`src/hdl/annexb_nal_unit_framer_core_macros.svh`:
```
// Assertion macros for the Annex B framer.
// Simulation gets the checks; synthesis sees empty bodies.
`ifndef ANNEXB_NAL_UNIT_FRAMER_CORE_MACROS_SVH
`define ANNEXB_NAL_UNIT_FRAMER_CORE_MACROS_SVH

`ifndef SYNTHESIS

// prop must hold at every edge out of reset
`define ANBF_ASSERT_ALWAYS(label, clk, rst_n, prop) \
    label: assert property (@(posedge clk) disable iff (!rst_n) (prop)) \
        else $error("anbf: invariant violated");

// trig at one edge implies cons at the same edge
`define ANBF_ASSERT_IMPLY(label, clk, rst_n, trig, cons) \
    label: assert property (@(posedge clk) disable iff (!rst_n) (trig) |-> (cons)) \
        else $error("anbf: implication violated");

`else

`define ANBF_ASSERT_ALWAYS(label, clk, rst_n, prop)
`define ANBF_ASSERT_IMPLY(label, clk, rst_n, trig, cons)

`endif

`endif

```
`src/hdl/anbf_pkg.sv`:
```
package anbf_pkg;

    typedef enum logic [1:0] {
        MODE_SEARCH = 2'd0,   // hunting for the leading 00 00 00 01
        MODE_GAP    = 2'd1,   // between units, hunting for 00 00 01
        MODE_NAL    = 2'd2    // inside a unit
    } mode_t;

    localparam int MAX_RESULTS = 3;
    localparam int FIFO_DEPTH  = 8;
    localparam int FIFO_AW     = $clog2(FIFO_DEPTH);

    localparam logic [7:0] BYTE_ZERO  = 8'h00;
    localparam logic [7:0] BYTE_ONE   = 8'h01;
    localparam logic [1:0] ZERO_SAT   = 2'd3;
    localparam logic [1:0] ZERO_HELD  = 2'd2;

    typedef struct packed {
        logic [7:0] nal_byte;
        logic       first_of_nal;
        logic       last_of_nal;
        logic       last_of_run;
    } result_t;

    // results produced by one input word, slot 0 first
    typedef struct packed {
        logic [1:0]                    count;
        result_t [MAX_RESULTS-1:0]     res;
    } push_t;

    typedef struct packed {
        logic [FIFO_AW:0] count;
        logic             space_ok;   // room for a full burst
    } fifo_stat_t;

endpackage

```
`src/hdl/anbf_framer.sv`:
```
module anbf_framer (
    input  logic             clk,
    input  logic             rst_n,
    input  logic             in_valid,
    output logic             in_ready,
    input  logic [7:0]       stream_byte,
    input  logic             end_of_stream,
    input  logic             space_ok,
    output anbf_pkg::push_t  push,
    output logic             fire
);
    import anbf_pkg::*;

    // input register
    logic       s1_valid_reg, s1_valid_next;
    logic [7:0] s1_byte_reg;
    logic       s1_eos_reg;

    // framing state
    mode_t      mode_reg, mode_next;
    logic [1:0] zero_reg, zero_next;
    logic [7:0] held_byte_reg, held_byte_next;
    logic       held_valid_reg, held_valid_next;
    logic       nif_reg, nif_next;

    logic [1:0] zr;
    logic [1:0] cnt;
    logic       close;
    logic       accept;

    assign fire     = s1_valid_reg && space_ok;
    assign in_ready = !s1_valid_reg || fire;
    assign accept   = in_valid && in_ready;

    always_comb
    begin
        if (accept)
            s1_valid_next = 1'b1;
        else if (fire)
            s1_valid_next = 1'b0;
        else
            s1_valid_next = s1_valid_reg;
    end

    always_ff @(posedge clk or negedge rst_n)
    begin
        if (!rst_n)
        begin
            s1_valid_reg <= 1'b0;
        end
        else
        begin
            s1_valid_reg <= s1_valid_next;
        end
    end

    always_ff @(posedge clk)
    begin
        if (accept)
        begin
            s1_byte_reg <= stream_byte;
            s1_eos_reg  <= end_of_stream;
        end
    end

    // next state and emitted count for the word in the input register
    always_comb
    begin
        mode_next       = mode_reg;
        zero_next       = zero_reg;
        held_byte_next  = held_byte_reg;
        held_valid_next = held_valid_reg;
        nif_next        = nif_reg;
        cnt             = 2'd0;
        close           = 1'b0;
        zr              = (zero_reg > ZERO_HELD) ? ZERO_HELD : zero_reg;

        if (s1_eos_reg)
        begin
            // flush held byte and held zeros
            if (mode_reg == MODE_NAL)
            begin
                cnt   = {1'b0, held_valid_reg} + zr;
                close = 1'b1;
            end
            mode_next       = MODE_SEARCH;
            zero_next       = 2'd0;
            held_byte_next  = BYTE_ZERO;
            held_valid_next = 1'b0;
            nif_next        = 1'b0;
        end
        else
        begin
            unique case (mode_reg)
                MODE_NAL:
                begin
                    priority if (s1_byte_reg == BYTE_ZERO && zr == ZERO_HELD)
                    begin
                        // 00 00 00 ends the unit
                        cnt             = {1'b0, held_valid_reg};
                        close           = 1'b1;
                        held_valid_next = 1'b0;
                        held_byte_next  = BYTE_ZERO;
                        nif_next        = 1'b0;
                        mode_next       = MODE_GAP;
                        zero_next       = ZERO_SAT;
                    end
                    else if (s1_byte_reg == BYTE_ZERO)
                    begin
                        zero_next = zr + 2'd1;
                    end
                    else if (s1_byte_reg == BYTE_ONE && zr == ZERO_HELD)
                    begin
                        // 00 00 01 ends this unit and opens the next
                        cnt             = {1'b0, held_valid_reg};
                        close           = 1'b1;
                        held_valid_next = 1'b0;
                        held_byte_next  = BYTE_ZERO;
                        nif_next        = 1'b1;
                        zero_next       = 2'd0;
                    end
                    else
                    begin
                        // payload: release held byte and held zeros
                        cnt             = {1'b0, held_valid_reg} + zr;
                        held_byte_next  = s1_byte_reg;
                        held_valid_next = 1'b1;
                        zero_next       = 2'd0;
                        if (cnt != 2'd0)
                            nif_next = 1'b0;
                    end
                end
                MODE_GAP:
                begin
                    priority if (s1_byte_reg == BYTE_ZERO)
                    begin
                        zero_next = (zero_reg == ZERO_SAT) ? ZERO_SAT : zero_reg + 2'd1;
                    end
                    else if (s1_byte_reg == BYTE_ONE && zero_reg >= ZERO_HELD)
                    begin
                        mode_next       = MODE_NAL;
                        nif_next        = 1'b1;
                        zero_next       = 2'd0;
                        held_valid_next = 1'b0;
                    end
                    else
                    begin
                        zero_next = 2'd0;
                    end
                end
                default:
                begin
                    priority if (s1_byte_reg == BYTE_ZERO)
                    begin
                        zero_next = (zero_reg == ZERO_SAT) ? ZERO_SAT : zero_reg + 2'd1;
                    end
                    else if (s1_byte_reg == BYTE_ONE && zero_reg == ZERO_SAT)
                    begin
                        mode_next       = MODE_NAL;
                        nif_next        = 1'b1;
                        zero_next       = 2'd0;
                        held_valid_next = 1'b0;
                    end
                    else
                    begin
                        mode_next = MODE_SEARCH;
                        zero_next = 2'd0;
                    end
                end
            endcase
        end
    end

    // result slots: held byte leads, then zeros
    always_comb
    begin
        push.count = fire ? cnt : 2'd0;
        for (int k = 0; k < MAX_RESULTS; k++)
        begin
            push.res[k].nal_byte     = (held_valid_reg && k == 0) ? held_byte_reg : BYTE_ZERO;
            push.res[k].first_of_nal = (k == 0) && nif_reg;
            push.res[k].last_of_run  = (2'(k) == cnt - 2'd1);
            push.res[k].last_of_nal  = close && (2'(k) == cnt - 2'd1);
        end
    end

    always_ff @(posedge clk or negedge rst_n)
    begin
        if (!rst_n)
        begin
            mode_reg       <= MODE_SEARCH;
            zero_reg       <= 2'd0;
            held_byte_reg  <= BYTE_ZERO;
            held_valid_reg <= 1'b0;
            nif_reg        <= 1'b0;
        end
        else if (fire)
        begin
            mode_reg       <= mode_next;
            zero_reg       <= zero_next;
            held_byte_reg  <= held_byte_next;
            held_valid_reg <= held_valid_next;
            nif_reg        <= nif_next;
        end
    end

endmodule

```
`src/hdl/anbf_fifo.sv`:
```
module anbf_fifo (
    input  logic                 clk,
    input  logic                 rst_n,
    input  anbf_pkg::push_t      push,
    output logic                 out_valid,
    input  logic                 out_ready,
    output anbf_pkg::result_t    head,
    output anbf_pkg::fifo_stat_t stat
);
    import anbf_pkg::*;

    result_t              mem_reg [FIFO_DEPTH];
    logic [FIFO_AW-1:0]   wr_ptr_reg, wr_ptr_next;
    logic [FIFO_AW-1:0]   rd_ptr_reg, rd_ptr_next;
    logic [FIFO_AW:0]     count_reg, count_next;
    logic                 pop;

    assign out_valid = (count_reg != '0);
    assign pop       = out_valid && out_ready;
    assign head      = mem_reg[rd_ptr_reg];

    // burst room is judged on the registered count; a same-cycle pop is not credited
    assign stat.count    = count_reg;
    assign stat.space_ok = (count_reg <= (FIFO_AW+1)'(FIFO_DEPTH - MAX_RESULTS));

    always_comb
    begin
        wr_ptr_next = wr_ptr_reg + FIFO_AW'(push.count);
        rd_ptr_next = rd_ptr_reg + FIFO_AW'(pop);
        count_next  = count_reg + (FIFO_AW+1)'(push.count) - (FIFO_AW+1)'(pop);
    end

    always_ff @(posedge clk or negedge rst_n)
    begin
        if (!rst_n)
        begin
            wr_ptr_reg <= '0;
            rd_ptr_reg <= '0;
            count_reg  <= '0;
        end
        else
        begin
            wr_ptr_reg <= wr_ptr_next;
            rd_ptr_reg <= rd_ptr_next;
            count_reg  <= count_next;
        end
    end

    always_ff @(posedge clk)
    begin
        for (int k = 0; k < MAX_RESULTS; k++)
        begin
            if (2'(k) < push.count)
                mem_reg[wr_ptr_reg + FIFO_AW'(k)] <= push.res[k];
        end
    end

endmodule

```
`src/hdl/annexb_nal_unit_framer_core.sv`:
```
// Annex B byte-stream NAL unit framer.
// Input channel (in_valid/in_ready): one stream byte per word, with
// end_of_stream marking the end (its byte is ignored, held bytes flush).
// Output channel (out_valid/out_ready): NAL payload bytes with first_of_nal,
// last_of_nal, and last_of_run on the final result of one input word.
// Path: an accepted word is held in the input register, framed and written
// to the result queue when it fires, and appears on the output from there.
// Throughput: one input word per cycle while the queue has burst room. One
// word can release up to three results; the output drains one per cycle
// from an 8-entry queue while out_ready is high, and the input register
// waits while fewer than three queue slots are free.
// Zeros inside a unit give no output until the unit resolves, so bursts
// come after runs of zero bytes.
// Reset: the framer hunts for 00 00 00 01 again, queue empty, no words held.
// Output stall: the queue fills, then the input register holds its word and
// in_ready drops; nothing is lost or repeated.
`include "annexb_nal_unit_framer_core_macros.svh"

module annexb_nal_unit_framer_core (
    input  logic       clk,
    input  logic       rst_n,
    input  logic       in_valid,
    output logic       in_ready,
    input  logic [7:0] stream_byte,
    input  logic       end_of_stream,
    output logic       out_valid,
    input  logic       out_ready,
    output logic [7:0] nal_byte,
    output logic       first_of_nal,
    output logic       last_of_nal,
    output logic       last_of_run
);
    import anbf_pkg::*;

    push_t      push;
    result_t    head;
    fifo_stat_t stat;
    logic       fire;

    anbf_framer u_framer (
        .clk           (clk),
        .rst_n         (rst_n),
        .in_valid      (in_valid),
        .in_ready      (in_ready),
        .stream_byte   (stream_byte),
        .end_of_stream (end_of_stream),
        .space_ok      (stat.space_ok),
        .push          (push),
        .fire          (fire)
    );

    anbf_fifo u_fifo (
        .clk       (clk),
        .rst_n     (rst_n),
        .push      (push),
        .out_valid (out_valid),
        .out_ready (out_ready),
        .head      (head),
        .stat      (stat)
    );

    assign nal_byte     = head.nal_byte;
    assign first_of_nal = head.first_of_nal;
    assign last_of_nal  = head.last_of_nal;
    assign last_of_run  = head.last_of_run;

    // queue occupancy never exceeds its depth
    `ANBF_ASSERT_ALWAYS(a_count_bound, clk, rst_n, stat.count <= (FIFO_AW+1)'(FIFO_DEPTH))

    // a burst is only written when it fits
    `ANBF_ASSERT_IMPLY(a_push_fits, clk, rst_n, push.count != 2'd0,
        ((FIFO_AW+2)'(stat.count) + (FIFO_AW+2)'(push.count)) <= (FIFO_AW+2)'(FIFO_DEPTH))

    // results are only produced by a framed word
    `ANBF_ASSERT_IMPLY(a_push_needs_fire, clk, rst_n, push.count != 2'd0, fire)

    // with no framed word and no burst room, the input is closed or the queue holds entries
    `ANBF_ASSERT_IMPLY(a_hold_blocks, clk, rst_n, !fire && !stat.space_ok, !in_ready || !out_valid || stat.count != '0)

endmodule

```
`config.mk`:
```
export PLATFORM = sky130hd
export DESIGN_NAME = annexb_nal_unit_framer_core
export DESIGN_NICKNAME = d
export VERILOG_FILES = /design/src/hdl/anbf_pkg.sv /design/src/hdl/anbf_framer.sv /design/src/hdl/anbf_fifo.sv /design/src/hdl/annexb_nal_unit_framer_core.sv
export VERILOG_INCLUDE_DIRS = /design/src /design/src/hdl
export SDC_FILE = /design/constraint.sdc
export NUM_CORES = 1
export LEC_CHECK = 0
export BUFFER_PORTS_ARGS = -buffer_cell sky130_fd_sc_hd__buf_2
export CAP_MARGIN = 10
export CORE_MARGIN = 8
export CORE_UTILIZATION = 40
export DETAILED_ROUTE_END_ITERATION = 7
export PLACE_DENSITY = 0.53
export SLEW_MARGIN = 10
export SYNTH_ARGS = -nofsm -noshare
export SYNTH_HDL_FRONTEND = slang
export SYNTH_SLANG_ARGS = --single-unit
```
`constraint.sdc`:
```
create_clock -name clk -period 6.72 [get_ports clk]
set_clock_uncertainty 0.1 [all_clocks]
set_input_delay 1.008 -clock clk [delete_from_list [all_inputs] [get_ports clk]]
set_output_delay 1.008 -clock clk [all_outputs]
set_load 0.01 [all_outputs]
```
==> impl_metrics.json <==
{
  "status": "finished, final reports clean",
  "clkLatencyLatePin_ns": 0.42,
  "gp_congestion": 0.9212,
  "hold_viol": 0,
  "fmax_mhz": 283.1,
  "grt_pass1_wl_um": 29600,
  "final_nets": 689,
  "fin_crit_sh_pct": 52.56,
  "tightest_slew_ns": 0.9934,
  "ir_drop_mv": 0.2257,
  "post_cts_buffers": 0,
  "final_cell_area_um2": 7228,
  "rsz0062_at_grt": "false",
  "antenna_cells": 0,
  "period_needed_ns": 3.532,
  "coreArea_um2": 15710,
  "critPathMaxFanout": 19,
  "drv_slew": 0,
  "crit_required_ns": 6.92,
  "drt-initial-drc-count": 549,
  "drtPass1Iterations": 5,
  "holdBufCountCts": 0,
  "p_leak_uw": 0.002636,
  "worst_hold_path_type": "reg -> reg",
  "syn_nets": 688,
  "cts.sinks": 122,
  "clock-root-buffer": "clkbuf_16",
  "holdWs_ns": 0.3740,
  "yosys-top-cells-area": "dfxtp_1, edfxtp_1, dfrtp_1",
  "power.density_nw_per_um2": 314.7,
  "clk_pin_slew_ns": 0.06,
  "yosys.cell_types.count": 63,
  "io_buffers": 25,
  "ys_seq_elements": 122,
  "dp_worst_setup_slack_ns": 3.250,
  "placed_cells": 858,
  "syn_area_per_cell_um2": 9.670,
  "hpwl_um": 12370,
  "ant_nets": 0,
  "area_delta_synth_final_pct": 13.25,
  "netlist.area_leader.share_pct": 22.58,
  "num_vias": 5275,
  "yosys-top-cells-count": "nand3_1, a21oi_1, dfxtp_1, o21ai_0",
  "dieHeight_um": 142.3,
  "seqCellArea_um2": 2818,
  "ys_seq_area_share_pct": 44.15,
  "die_x_um": 142.3,
  "die_area_um2": 20250,
  "ys_warn_count": 0,
  "crit_arrival_ns": 3.73,
  "max_cap_viol_count": 0,
  "fin_ws_ns": 3.188,
  "num_rows": 46,
  "synth_edf_count": 25,
  "setup_tns_ns": 0,
  "end_kind": "register",
  "antenna_found_initial": 0,
  "dpl_cell_area_um2": 6628,
  "drc": 0,
  "multi_input_area_um2": 3291,
  "async_flop_share_pct": 20.49,
  "stdcell_count": 890,
  "grt_overflow": 0,
  "slew_headroom_pct": 33.53,
  "cts_tree": "yes",
  "crit_type": "reg -> reg",
  "grt_max_degree": 79,
  "numCtsBuffers": 17,
  "start_util_pct": 40.62,
  "synth_area_um2": 6382,
  "avgRoutedWirePerCell_um": 21.10,
  "wl_um": 18780,
  "critPathLaunchType": "register",
  "yosysTopAreaCell": "dfxtp_1",
  "largest_reg_flops": 88,
  "io_pins": 26,
  "synthCells": 660,
  "routed_via_density": 5.927,
  "fillers": 1509,
  "setup_viol": 0,
  "cts.path.max_buffers": 2,
  "grt_usage_pct": 19.09,
  "yosysMostFrequentCell": "nand3_1",
  "grt_pass1_vias": 5179,
  "post_cts_resized": 0,
  "htreeDepth": 4,
  "drive_gt1_share_pct": 18.40,
  "synth_ff_type": "dfxtp_1"
}
-- critical path, stage by stage, from the launching register on --
cell      delay, ns
dfrtp_1        0.40
inv_1          0.06
ha_1           0.58
clkinv_1       0.53
nor4_4         0.53
inv_2          0.12
ha_1           0.31
inv_1          0.06
ha_1           0.15
inv_1          0.06
fa_1           0.38
xnor2_1        0.14
-- final timing paths --
kind	from	end	slack, ns	cells past startpoint
worst max-delay path	u_framer.mode_reg[0]	u_fifo.count_reg[2]	3.19	11
worst min-delay path	u_fifo.mem_reg[0][6]	u_fifo.mem_reg[0][6]	0.37	2
worst max register to register	u_framer.mode_reg[0]	u_fifo.count_reg[2]	3.19	11
worst min register to register	u_fifo.mem_reg[0][6]	u_fifo.mem_reg[0][6]	0.37	2
max in group asynchronous	rst_n	u_framer.held_byte_reg[7]	5.62	1
min in group asynchronous	rst_n	u_fifo.rd_ptr_reg[1]	0.50	1
-- per-layer routing --
layer  global-route usage [%]  up-vias  part of all wire (%)
met5                        0        -                     0
met4                    6.040        0                   1.3
met3                    3.925       20                   5.2
met2                    30.23      161                    47
met1                    25.60     2625                    46
li1                         -     2469                     -
-- cell usage in the layout (no fill, tap or decap), drive strengths merged, types with 4 or more instances in the layout --
cell	count
a31o	7
a21o	7
clkbuf	24
xor2	4
clkinv	5
dfrtp	25
dfxtp	72
nand3	90
mux2	12
buf	31
nor3	15
edfxtp	25
a22oi	10
and3	4
nor2	17
or3	6
and2	11
nor2b	9
o21ai	77
xnor2	4
nand2b	6
ha	13
nand4	7
a21oi	84
nand2	22
nor4	6
mux4	22
inv	23
-- layout make-up --
class / count / share of cell area (%)
multi-input cells: 468 / 45.53
well taps: 216 / 3.739
repair buffers: 31 / 2.354
clock buffers: 24 / 7.253
clock inverters: 8 / 1.056
inverters: 21 / 1.091
flip-flops and latches: 122 / 38.98
-- cells by family after synthesis --
logic type | Yosys count | share of synthesized area, %
adders and majority gates | 15 | 3.176
muxes | 35 | 10.04
buffers and inverters | 70 | 4.666
xor gates and xnor gates | 8 | 1.216
and+or+nand+nor | 197 | 16.96
AOI/OAI and AO/OA | 213 | 19.80
DFF | 122 | 44.15
-- power by group --
group | internal (uW) | switching (uW) | leakage, uW
Sequential | 819 | 72.8 | 0.00110
Clock | 584 | 336 | 0.000302
Combinational | 185 | 278 | 0.00124
-- stage by stage --
stage / util [%] / total power, uW
4_1_cts: 46.00 / 2292
3_3_place_gp: 42.18 / 1363
5_1_grt: 46.00 / 2373
6_report: 46.00 / 2275
2_1_floorplan: - / 1234
3_5_place_dp: 42.18 / 1372
Power figures use the tool's default switching activity.
